## src/rtl/ild_pkg.sv

```systemverilog
// Shared types, codes and decode tables for the instruction length decoder.
package ild_pkg;

    typedef struct packed {
        logic [47:0] instr_bytes;
        logic [3:0]  avail_bytes;
    } req_t;

    typedef struct packed {
        logic [3:0] instr_length;
        logic [6:0] mnemonic;
        logic [3:0] layout;
        logic       known;
    } rsp_t;

    typedef struct packed {
        logic [3:0] len_s;
        logic [3:0] len_l;
        logic [6:0] mn;
        logic [3:0] lay;
    } entry_t;

    localparam logic [6:0] MN_NONE = 7'd0;
    localparam logic [6:0] MN_JMP_EXEC_ANY = 7'd1, MN_JMP_INCOMPLETE = 7'd2, MN_TRAP = 7'd3;
    localparam logic [6:0] MN_CALL = 7'd4, MN_JMP_EXEC_NONE = 7'd5, MN_WAIT = 7'd6;
    localparam logic [6:0] MN_WAIT_PIX = 7'd7, MN_SIGNAL_PIX = 7'd8, MN_TG_BARRIER = 7'd9;
    localparam logic [6:0] MN_STOP = 7'd10, MN_ST_TILE = 7'd11, MN_ST_VAR = 7'd12;
    localparam logic [6:0] MN_ST_VAR_FINAL = 7'd13, MN_LD_VAR = 7'd14, MN_TG_STORE = 7'd15;
    localparam logic [6:0] MN_TEX_SAMPLE = 7'd16, MN_LD_TILE = 7'd17, MN_NO_VAR = 7'd18;
    localparam logic [6:0] MN_LD_VAR_PERSP = 7'd19, MN_TG_LOAD = 7'd20, MN_TEX_LOAD = 7'd21;
    localparam logic [6:0] MN_FCMPSEL = 7'd22, MN_FLOOR = 7'd23, MN_ICMPSEL = 7'd24;
    localparam logic [6:0] MN_FMUL = 7'd25, MN_FCMP_BALLOT = 7'd26, MN_FADD = 7'd27;
    localparam logic [6:0] MN_ICMP_BALLOT = 7'd28, MN_FMADD = 7'd29, MN_IF_FCMP = 7'd30;
    localparam logic [6:0] MN_FLOOR_SAT = 7'd31, MN_POP_EXEC = 7'd32, MN_FMUL_SAT = 7'd33;
    localparam logic [6:0] MN_MOV = 7'd34, MN_FADD_SAT = 7'd35, MN_GET_SR = 7'd36;
    localparam logic [6:0] MN_FMADD_SAT = 7'd37, MN_RET = 7'd38, MN_DEVICE_LOAD = 7'd39;
    localparam logic [6:0] MN_STACK_LOAD = 7'd40, MN_DEVICE_STORE = 7'd41;
    localparam logic [6:0] MN_STACK_STORE = 7'd42, MN_IADD = 7'd43, MN_FMUL16 = 7'd44;
    localparam logic [6:0] MN_IMADD = 7'd45, MN_FADD16 = 7'd46, MN_BITFIELD = 7'd47;
    localparam logic [6:0] MN_FMADD16 = 7'd48, MN_CONVERT = 7'd49, MN_BITWISE = 7'd50;
    localparam logic [6:0] MN_IADD_SAT = 7'd51, MN_FMUL16_SAT = 7'd52, MN_IMADD_SAT = 7'd53;
    localparam logic [6:0] MN_FADD16_SAT = 7'd54, MN_FMADD16_SAT = 7'd55, MN_ZERO = 7'd56;
    localparam logic [6:0] MN_NANDN = 7'd57, MN_ANDN = 7'd58, MN_NOT = 7'd59;
    localparam logic [6:0] MN_NAND = 7'd60, MN_XOR = 7'd61, MN_ANY_FALSE = 7'd62;
    localparam logic [6:0] MN_AND = 7'd63, MN_XNOR = 7'd64, MN_ANY_TRUE = 7'd65;
    localparam logic [6:0] MN_ALL_FALSE = 7'd66, MN_ALL_TRUE = 7'd67, MN_ONE = 7'd68;

    localparam logic [3:0] LY_NONE = 4'd0, LY_R1 = 4'd1, LY_R2 = 4'd2, LY_ALU3 = 4'd3;
    localparam logic [3:0] LY_ALU4 = 4'd4, LY_MOVI_S = 4'd5, LY_MOVI_L = 4'd6;
    localparam logic [3:0] LY_MEM = 4'd7, LY_DST = 4'd8, LY_DST_S2 = 4'd9;
    localparam logic [3:0] LY_DST_S1 = 4'd10;

    function automatic entry_t grp1_entry(input logic [3:0] idx);
        entry_t e;
        case (idx)
            4'd1:    e = '{4'd8, 4'd8,  MN_ST_TILE,      LY_R1};
            4'd2:    e = '{4'd4, 4'd4,  MN_ST_VAR,       LY_R2};
            4'd4:    e = '{4'd4, 4'd8,  MN_LD_VAR,       LY_R2};
            4'd5:    e = '{4'd6, 4'd8,  MN_TG_STORE,     LY_NONE};
            4'd6:    e = '{4'd8, 4'd12, MN_TEX_SAMPLE,   LY_NONE};
            4'd7:    e = '{4'd6, 4'd8,  MN_TG_STORE,     LY_NONE};
            4'd9:    e = '{4'd8, 4'd8,  MN_LD_TILE,      LY_R1};
            4'd10:   e = '{4'd4, 4'd4,  MN_NO_VAR,       LY_NONE};
            4'd12:   e = '{4'd4, 4'd8,  MN_LD_VAR_PERSP, LY_R2};
            4'd13:   e = '{4'd6, 4'd8,  MN_TG_LOAD,      LY_NONE};
            4'd14:   e = '{4'd8, 4'd12, MN_TEX_LOAD,     LY_NONE};
            4'd15:   e = '{4'd6, 4'd8,  MN_TG_LOAD,      LY_NONE};
            default: e = '{4'd8, 4'd8,  MN_NONE,         LY_NONE};
        endcase
        return e;
    endfunction

    function automatic entry_t grp2_entry(input logic [3:0] idx);
        entry_t e;
        case (idx)
            4'd0:    e = '{4'd8, 4'd10, MN_FCMPSEL,     LY_NONE};
            4'd1:    e = '{4'd4, 4'd6,  MN_FLOOR,       LY_NONE};
            4'd2:    e = '{4'd8, 4'd10, MN_ICMPSEL,     LY_NONE};
            4'd3:    e = '{4'd6, 4'd6,  MN_FMUL,        LY_ALU3};
            4'd4:    e = '{4'd8, 4'd8,  MN_FCMP_BALLOT, LY_NONE};
            4'd5:    e = '{4'd6, 4'd6,  MN_FADD,        LY_ALU3};
            4'd6:    e = '{4'd8, 4'd8,  MN_ICMP_BALLOT, LY_NONE};
            4'd7:    e = '{4'd8, 4'd8,  MN_FMADD,       LY_ALU4};
            4'd8:    e = '{4'd6, 4'd6,  MN_IF_FCMP,     LY_NONE};
            4'd9:    e = '{4'd4, 4'd6,  MN_FLOOR_SAT,   LY_NONE};
            4'd10:   e = '{4'd6, 4'd6,  MN_POP_EXEC,    LY_NONE};
            4'd11:   e = '{4'd6, 4'd6,  MN_FMUL_SAT,    LY_ALU3};
            4'd12:   e = '{4'd4, 4'd6,  MN_MOV,         LY_MOVI_S};
            4'd13:   e = '{4'd6, 4'd6,  MN_FADD_SAT,    LY_ALU3};
            4'd14:   e = '{4'd4, 4'd4,  MN_GET_SR,      LY_NONE};
            default: e = '{4'd8, 4'd8,  MN_FMADD_SAT,   LY_ALU4};
        endcase
        return e;
    endfunction

    function automatic entry_t grp6_entry(input logic [3:0] idx);
        entry_t e;
        case (idx)
            4'd1:    e = '{4'd8, 4'd8, MN_IADD,        LY_ALU3};
            4'd2:    e = '{4'd6, 4'd6, MN_FMUL16,      LY_ALU3};
            4'd3:    e = '{4'd8, 4'd8, MN_IMADD,       LY_ALU4};
            4'd4:    e = '{4'd6, 4'd6, MN_FADD16,      LY_ALU3};
            4'd5:    e = '{4'd8, 4'd8, MN_BITFIELD,    LY_NONE};
            4'd6:    e = '{4'd6, 4'd8, MN_FMADD16,     LY_ALU4};
            4'd7:    e = '{4'd6, 4'd6, MN_BITWISE,     LY_NONE};
            4'd9:    e = '{4'd8, 4'd8, MN_IADD_SAT,    LY_ALU3};
            4'd10:   e = '{4'd6, 4'd6, MN_FMUL16_SAT,  LY_ALU3};
            4'd11:   e = '{4'd8, 4'd8, MN_IMADD_SAT,   LY_ALU4};
            4'd12:   e = '{4'd6, 4'd6, MN_FADD16_SAT,  LY_ALU3};
            4'd14:   e = '{4'd6, 4'd8, MN_FMADD16_SAT, LY_ALU4};
            4'd15:   e = '{4'd6, 4'd6, MN_NONE,        LY_NONE};
            default: e = '{4'd2, 4'd2, MN_NONE,        LY_NONE};
        endcase
        return e;
    endfunction

    // Bitwise-op truth table code -> {mnemonic, layout}
    function automatic logic [10:0] logic_entry(input logic [3:0] code);
        logic [10:0] r;
        case (code)
            4'd0:    r = {MN_ZERO,      LY_DST};
            4'd1:    r = {MN_NANDN,     LY_ALU3};
            4'd2:    r = {MN_ANDN,      LY_ALU3};
            4'd3:    r = {MN_NOT,       LY_DST_S2};
            4'd4:    r = {MN_NAND,      LY_ALU3};
            4'd5:    r = {MN_NOT,       LY_DST_S1};
            4'd6:    r = {MN_XOR,       LY_ALU3};
            4'd7:    r = {MN_ANY_FALSE, LY_ALU3};
            4'd8:    r = {MN_AND,       LY_ALU3};
            4'd9:    r = {MN_XNOR,      LY_ALU3};
            4'd10:   r = {MN_MOV,       LY_DST_S1};
            4'd11:   r = {MN_ANY_TRUE,  LY_ALU3};
            4'd12:   r = {MN_MOV,       LY_DST_S2};
            4'd13:   r = {MN_ALL_FALSE, LY_ALU3};
            4'd14:   r = {MN_ALL_TRUE,  LY_ALU3};
            default: r = {MN_ONE,       LY_DST};
        endcase
        return r;
    endfunction

endpackage

```

## src/rtl/ild_decode.sv

```systemverilog
// Combinational classifier: byte masking, group decode and table lookups.
module ild_decode
    import ild_pkg::*;
(
    input  req_t req,
    output rsp_t rsp
);

    logic [7:0] b [6];
    logic [7:0] b0;
    logic [3:0] idx;
    logic       lng;
    entry_t     e;
    logic [3:0] len;
    logic [6:0] mn;
    logic [3:0] lay;
    logic [3:0] code;

    always_comb
    begin
        for (int i = 0; i < 6; i++)
        begin
            b[i] = (4'(i) < req.avail_bytes) ? req.instr_bytes[8*i +: 8] : 8'h00;
        end
    end

    assign b0   = b[0];
    assign idx  = b0[6:3];
    assign lng  = b[1][7];
    assign code = {b[4][7:6], b[3][3:2]};

    always_comb
    begin
        len = 4'd2;
        mn  = MN_NONE;
        lay = LY_NONE;
        e   = '0;
        case (b0[2:0])
            3'd0:
            begin
                case (b0)
                    8'h00:
                    begin
                        len = lng ? 4'd6 : 4'd4;
                        mn  = lng ? MN_JMP_EXEC_ANY : MN_JMP_INCOMPLETE;
                    end
                    8'h08:   mn = MN_TRAP;
                    8'h10:
                    begin
                        len = 4'd6;
                        mn  = MN_CALL;
                    end
                    8'h20:
                    begin
                        len = 4'd6;
                        mn  = MN_JMP_EXEC_NONE;
                    end
                    8'h38:   mn = MN_WAIT;
                    8'h48:
                    begin
                        len = 4'd4;
                        mn  = MN_WAIT_PIX;
                    end
                    8'h58:
                    begin
                        len = 4'd4;
                        mn  = MN_SIGNAL_PIX;
                    end
                    8'h68:   mn = MN_TG_BARRIER;
                    8'h88:   mn = MN_STOP;
                    default: mn = MN_NONE;
                endcase
            end
            3'd1:
            begin
                e   = grp1_entry(idx);
                len = lng ? e.len_l : e.len_s;
                mn  = (idx == 4'd2 && b0[7]) ? MN_ST_VAR_FINAL : e.mn;
                lay = e.lay;
            end
            3'd2:
            begin
                e = grp2_entry(idx);
                if (idx == 4'd12 && b[1][0])
                begin
                    e.len_s = 4'd6;
                    e.len_l = 4'd8;
                    e.lay   = LY_MOVI_L;
                end
                len = lng ? e.len_l : e.len_s;
                mn  = e.mn;
                lay = e.lay;
            end
            3'd3:    len = 4'd2;
            3'd4:
            begin
                if (idx == 4'd0)
                begin
                    mn = MN_CALL;
                end
                else if (idx == 4'd2)
                begin
                    mn = MN_RET;
                end
            end
            3'd5:
            begin
                // memory group takes its long-form bit from byte 5
                len = b[5][7] ? 4'd8 : 4'd6;
                case (b0 & 8'hFD)
                    8'h05, 8'h85:
                    begin
                        mn  = MN_DEVICE_LOAD;
                        lay = LY_MEM;
                    end
                    8'h35:   mn = MN_STACK_LOAD;
                    8'h45, 8'hC5:
                    begin
                        mn  = MN_DEVICE_STORE;
                        lay = LY_MEM;
                    end
                    8'hB5:   mn = MN_STACK_STORE;
                    default: mn = MN_NONE;
                endcase
            end
            3'd6:
            begin
                e   = grp6_entry(idx);
                len = lng ? e.len_l : e.len_s;
                mn  = e.mn;
                lay = e.lay;
                if (idx == 4'd7 && lng)
                begin
                    mn = MN_CONVERT;
                end
                if (idx == 4'd15)
                begin
                    {mn, lay} = logic_entry(code);
                end
            end
            3'd7:    len = 4'd6;
            default: len = 4'd2;
        endcase
    end

    assign rsp.instr_length = len;
    assign rsp.mnemonic     = mn;
    assign rsp.layout       = lay;
    assign rsp.known        = (mn != MN_NONE);

endmodule

```

## src/rtl/gpu_g13_instruction_length_decoder.sv

```systemverilog
// Top level: input register, decode logic and result register with stall control.
// Decodes one instruction per clock while rsp is not stalled. An accepted beat
// moves from the input register to the result register and is then shown on rsp.
// The path is an input register, one pass of table and pattern-match logic, and a
// result register; req_stall rises only when both registers hold beats and rsp is
// stalled.
module gpu_g13_instruction_length_decoder
    import ild_pkg::*;
(
    input  logic clk,
    input  logic rst_n,
    input  logic req_valid,
    output logic req_stall,
    input  req_t req,
    output logic rsp_valid,
    input  logic rsp_stall,
    output rsp_t rsp
);

    logic s1_valid_reg;
    logic s1_valid_next;
    req_t s1_req_reg;
    logic out_valid_reg;
    logic out_valid_next;
    rsp_t out_rsp_reg;
    rsp_t dec_rsp;
    logic out_load;
    logic s1_load;

    ild_decode u_decode (
        .req (s1_req_reg),
        .rsp (dec_rsp)
    );

    assign out_load       = !out_valid_reg || !rsp_stall;
    assign req_stall      = s1_valid_reg && !out_load;
    assign s1_load        = req_valid && !req_stall;
    assign s1_valid_next  = s1_load || (s1_valid_reg && !out_load);
    assign out_valid_next = out_load ? s1_valid_reg : out_valid_reg;

    always_ff @(posedge clk or negedge rst_n)
    begin
        if (!rst_n)
        begin
            s1_valid_reg  <= 1'b0;
            out_valid_reg <= 1'b0;
        end
        else
        begin
            s1_valid_reg  <= s1_valid_next;
            out_valid_reg <= out_valid_next;
        end
    end

    always_ff @(posedge clk)
    begin
        if (s1_load)
        begin
            s1_req_reg <= req;
        end
        if (out_load && s1_valid_reg)
        begin
            out_rsp_reg <= dec_rsp;
        end
    end

    assign rsp_valid = out_valid_reg;
    assign rsp       = out_rsp_reg;

    a_stall_needs_full: assert property (@(posedge clk) disable iff (!rst_n)
        req_stall |-> (s1_valid_reg && out_valid_reg && rsp_stall))
        else $error("req stalled without a full pipeline");

    a_known_matches: assert property (@(posedge clk) disable iff (!rst_n)
        rsp_valid |-> (rsp.known == (rsp.mnemonic != MN_NONE)))
        else $error("known flag disagrees with mnemonic");

    a_length_range: assert property (@(posedge clk) disable iff (!rst_n)
        rsp_valid |-> (!rsp.instr_length[0] && rsp.instr_length >= 4'd2
                       && rsp.instr_length <= 4'd12))
        else $error("instruction length out of range or odd");

    a_beat_moves: assert property (@(posedge clk) disable iff (!rst_n)
        (s1_valid_reg && out_load) |=> out_valid_reg)
        else $error("decoded beat lost between stages");

endmodule
```

## config.mk

```make
export PLATFORM = sky130hd
export DESIGN_NAME = gpu_g13_instruction_length_decoder
export DESIGN_NICKNAME = d
export VERILOG_FILES = /design/src/rtl/ild_pkg.sv /design/src/rtl/ild_decode.sv /design/src/rtl/gpu_g13_instruction_length_decoder.sv
export SDC_FILE = /design/constraint.sdc
export NUM_CORES = 1
export LEC_CHECK = 0
export BUFFER_PORTS_ARGS = -buffer_cell sky130_fd_sc_hd__buf_2
export CORE_AREA = 10 10 96 132
export CTS_BUF_LIST = sky130_fd_sc_hd__clkbuf_2 sky130_fd_sc_hd__clkbuf_4 sky130_fd_sc_hd__clkbuf_8
export DETAILED_ROUTE_END_ITERATION = 7
export DIE_AREA = 0 0 106 142
export PLACE_DENSITY = 0.52
export SYNTH_ARGS = -nofsm -noshare
export SYNTH_HDL_FRONTEND = slang
export SYNTH_SLANG_ARGS = --single-unit
```

## constraint.sdc

```tcl
create_clock -name clk -period 4.2 [get_ports clk]
set_input_delay 0.42 -clock clk [delete_from_list [all_inputs] [get_ports clk]]
set_output_delay 0.42 -clock clk [all_outputs]
set_load 0.005 [all_outputs]
```

# Word-level counts from Yosys, hierarchy flattened
# Memory sizes are Yosys's and may differ from the RTL's.
# Index checks and enable logic that the tools add are counted.
# Widths: inputs -> output; s select.
word_totals:
  register_bits: 70
  latch_bits: 0
  mem_bits_rw: 0
  mem_bits_ro: 832
  inputBits: 56
  mem_count: 4
memory_table:
  columns: ["name", "words", "word_bits", "rd", "rd_ports_with_merged_regs", "write_ports", "line", "text"]
  rows:
  - ["(no name shown)", 16, 15, 1, 0, 0, "ild_pkg.sv:75", "case (idx)"]
  - ["(no name shown)", 16, 15, 1, 0, 0, "ild_pkg.sv:98", "case (idx)"]
  - ["(no name shown)", 16, 12, 1, 0, 0, "ild_pkg.sv:55", "case (idx)"]
  - ["(no name shown)", 16, 10, 1, 0, 0, "ild_pkg.sv:120", "case (code)"]
classes:
  add_sub_neg: 0
  multipliers: 0
  div_mod_pow: 0
  n_lt_le_gt_ge: 5
  n_eq_ne: 24
  shifts: 0
  n_mux: 26
  n_bitwise: 0
  reduce_logical: 21
op_table:
  columns: ["cell", "n"]
  rows:
  - ["$pmux 7 s9", 1]
  - ["$pmux 7 s6", 1]
  - ["$mux 8", 5]
  - ["$mux 4", 7]
  - ["$mux 7", 4]
  - ["$eq 8x7->1 const B", 3]
  - ["$pmux 4 s6", 1]
  - ["$pmux 6 s4", 1]
  - ["$eq 7x7->1 const B", 3]
  - ["$eq 8x6->1 const B", 2]
  - ["$pmux 4 s4", 1]
  - ["$eq 3x3->1 const B", 4]
  - ["$pmux 4 s3", 1]
  - ["$eq 4x4->1 const B", 2]
  - ["$eq 8x4->1 const B", 1]
  - ["$eq 8x5->1 const B", 1]
  - ["$eq 8x8->1 const B", 1]
  - ["$logic_not 8->1", 1]
  - ["$lt 1x4->1 const A", 2]
  - ["$lt 3x4->1 const A", 2]
  - ["$reduce_or 2->1", 4]
  - ["$eq 7x2->1 const B", 1]
  - ["$eq 7x5->1 const B", 1]
  - ["$eq 7x6->1 const B", 1]
  - ["other kinds (15)", 25]

# Longest topological paths before layout
depth:
  ltp_word: 8
  mapped_depth: 14

# Modules after synthesis
# A second synthesis with hierarchy kept.
unflattened:
  cells_unflattened: 393
  area_unflattened_um2: 4175.3
by_module_without_submodules:
  columns: ["mod", "instances", "cells_each", "area_per_inst_um2", "seq_area_each_um2"]
  rows:
  - ["gpu_g13_instruction_length_decoder", 1, 76, 2134.5, 2092.0]
  - ["ild_decode", 1, 317, 2040.7, 0.0]

# Worst setup path after synthesis
# Ideal clock, no wire load.
synth_path:
  path_kind: "reg-to-reg"
  startpoint: "register s1_req_reg[3] in the netlist's numbering"
  endpoint: "register out_rsp_reg, in the netlist rsp[0] (data pin)"
  t_arrival_ps: 3180
  path_slack_ps: 748
  path_stages_with_launch: 14
  path_buffers: 3
  period_less_slack_ps: 3452
  path_cell_list: "edfxtp_1 > buf_2 > or4_1 > clkbuf_1 > buf_6 > nand2_1 > inv_1 > ha_1 > o21ai_0 > a2111oi_2 > a311oi_1 > a41oi_1 > a2111oi_2 > or4b_1"
synth_lines:
  columns: ["item", "line", "text"]
  rows:
  - ["start: declaration", "gpu_g13_instruction_length_decoder.sv:22", "req_t s1_req_reg;"]
  - ["start signal: assignment", "gpu_g13_instruction_length_decoder.sv:59", "s1_req_reg <= req;"]
  - ["end signal: assignment", "gpu_g13_instruction_length_decoder.sv:63", "out_rsp_reg <= dec_rsp;"]
  - ["end: declaration", "gpu_g13_instruction_length_decoder.sv:25", "rsp_t out_rsp_reg;"]

==> impl_metrics.csv <==
group,metric,value,unit
worst_setup_path,r2r_cells,9,
yosys,seq_area_frac_synth,33.44,%
hold_path,holdPathEnd,"s1_req_reg[2]",
worst_setup_path,arrival,3.80,ns
flow_run,max_cap_violations,0,
finish,largest_reg_flops,19,
timing,grt_setup_unrepaired,"no",
hold_path,hold_depth,1,
clock_tree,cts.path.max_buffers,2,
finish,syn_to_final_growth,13.75,%
place,port_buffers,39,
yosys,syn_inst,366,
timing,fmaxAchievable,265.9,MHz
yosys,ys_ff_latch,36,
clock_tree,clk-insertion-delay-late,0.30,ns
die,die_w,106,microns
drt,vias,3115,
power,p_leak,1.390,nW
yosys,ys_top_cells_by_count,"edfxtp_1, nor2_1, nand2_1, o21ai_0, ha_1",
hold_path,min_path_type,"in -> reg",
yosys,syn-num-nets,444,
power,total_power,0.9865,mW
worst_setup_path,r2r-end,"rsp[0]",
timing,hold_violations,0,
yosys,synth_flop_cell,"edfxtp_1",
timing,fin_crit_sh,89.54,%
power,power.density,270.8,nW/um^2
drt,first_iter_violations,370,
clock_tree,numClockSinks,36,
timing,setup_ws,0.4391,ns
die,initial_core_util,31.28,%
finish,nets,477,
place,postPlaceCellArea,3557,sq um
drt,met3_length,642,microns
timing,fin_skew,0.01525,ns
global_routing,grt_pass1_vias,3177,
drt,top_layer,"met4",
die,rows,44,
drt,viasPerCell,5.801,
yosys,yosysWarningCount,0,
timing,hold_slack,0.2826,ns
clock_tree,cts_buffers,5,
global_routing,antenna_found_initial,0,
worst_setup_path,cp_max_fo,13,
global_routing,grt.overflow.total,0,
hold_path,min_from,"req[2]",
power,irDropWorstVdd,149.8,uV
worst_setup_path,end_kind,"register",
clock_tree,cts-hold-fix-buffers,1,
yosys,synth_area,3203,sq um
yosys,synth_edf_count,34,
timing,fin_setup_tns,0,ns
worst_setup_path,critPathKind,"reg -> reg",
drt,wire_per_inst,19.50,microns
place,pre_cts_ws,0.5709,ns
die,ios,74,
drt,drc,0,
place,routabilityCongestion,0.9590,
global_routing,grt_use_total,13.98,%
worst_setup_path,regToRegStartpoint,"s1_req_reg[3]",
yosys,synthArstFlopShare,5.556,%
drt,drtPass1Iterations,4,
timing,slew_viol_final,0,
clock_tree,htreeDepth,2,
global_routing,grt_max_degree,29,
yosys,synth_area_leaders,"edfxtp_1, ha_1, o21ai_0",
timing,finalCriticalPeriod,3.761,ns
drt,met1_length,3858,microns
finish,stdcell_count,537,
place,dp_hpwl,8000,microns
drt,dr_wl_met2,5252,microns
timing,worstMarginPinSlew,0.8138,ns
yosys,synth_top_area_cell,"edfxtp_1",
die,die_area,15050,sq um
drt,drt.antenna.violating_nets,0,
yosys,synth_area_per_cell,8.752,sq um
yosys,yosys.cell_count.top_type,"edfxtp_1",
die,die_y,142,microns
clock_tree,cts_setup_buffers,0,
yosys,synth.top_cell.area_share,31.87,%
worst_setup_path,cp-start-kind,"register",
outcome,status,"finished, final reports clean",
timing,final-setup-viol-count,0,
yosys,synth.distinct_cells,70,
place,dpl.cell_count,529,
global_routing,grt_pass1_wl,16660,microns
finish,antenna_cells,0,
clock_tree,clk_pin_slew,0.08,ns
die,core_area,10240,sq um
finish,fin_util,35.58,%
finish,drive_above_1_share,17.79,%
drt,wl,10470,microns
clock_tree,cts_tree,"done",
timing,slew_headroom,45.28,%
finish,stdcell_area,3643,sq um
worst_setup_path,crit_required,4.24,ns
worst_setup_path,regToRegSetupSlack,0.44,ns
clock_tree,postCtsResizedCells,0,
clock_tree,cts_root_buffer,"clkbuf_8",
layer usage:
layer / up-vias / global-route usage (%)
li1: 1455 / -
met1: 1452 / 14.95
met2: 157 / 24.05
met3: 51 / 2.539
met4: 0 / 10.36
met5: - / 0
power by group:
group | internal [mW] | switching (mW) | leakage (nW)
Combinational | 0.114 | 0.183 | 0.999
Sequential | 0.428 | 0.0212 | 0.353
Clock | 0.110 | 0.130 | 0.0391
Total | 0.652 | 0.334 | 1.39
cell type report:
type	count	area [sq um]
multi-input cells	283	1927
repair buffers	58	340.3
flip-flops and latches	36	1071
fillers	1097	6596
inverters	15	56.30
well taps	138	172.7
clock buffers	5	68.82
clock inverters	2	7.507
cells in the final DEF (no fill, tap or decap), types with 3 or more instances in the layout:
cell type	n
buf_2	39
edfxtp_1	34
nor2_1	31
nand2_1	30
o21ai_0	24
ha_1	22
a21oi_1	20
buf_4	18
nand3_1	16
inv_1	14
nor3_1	9
nand2b_1	7
o22ai_1	7
nand4_1	6
mux2i_1	6
and2_1	5
nor2b_1	5
a211oi_1	5
o211ai_1	5
and3_1	5
a31oi_1	5
clkbuf_8	5
a311oi_1	4
o31ai_1	4
o41ai_1	3
mux2_2	3
a21o_1	3
o22a_1	3
cell families (layout without fill, tap and decap cells):
group	Yosys count	count (layout)	synth area share, %
AOI/OAI and AO/OA	118	118	26.80
other	1	1	0.1171
xor gates and xnor gates	2	2	0.5470
adders and majority gates	22	22	8.594
DFF	36	36	33.44
and+or+nand+nor	131	131	21.17
buffers and inverters	47	80	6.406
muxes	9	9	2.930
worst max-delay path, stage by stage (launching register included):
cell and delay, ns:
edfxtp_1 0.39, or4_1 0.74, buf_4 0.25, nand2_1 0.11
inv_1 0.07, ha_1 0.39, a311oi_1 0.47, a41oi_1 0.30
a2111oi_2 0.31, or4b_1 0.46
how the worst max path moves through the flow:
stage / startpoint / end / slack (ns) / depth (start not counted)
6_report: s1_req_reg[3] / rsp[0] / 0.44 / 9
5_1_grt: s1_req_reg[1] / rsp[0] / 0.36 / 9
4_1_cts: s1_req_reg[3] / rsp[0] / 0.54 / 9
3_5_place_dp: s1_req_reg[3] / rsp[0] / 0.57 / 9
3_3_place_gp: s1_req_reg[1] / rsp[0] / 0.58 / 9
2_1_floorplan: s1_req_reg[3] / rsp[0] / 0.75 / 13
Power figures use the tool's default switching activity.
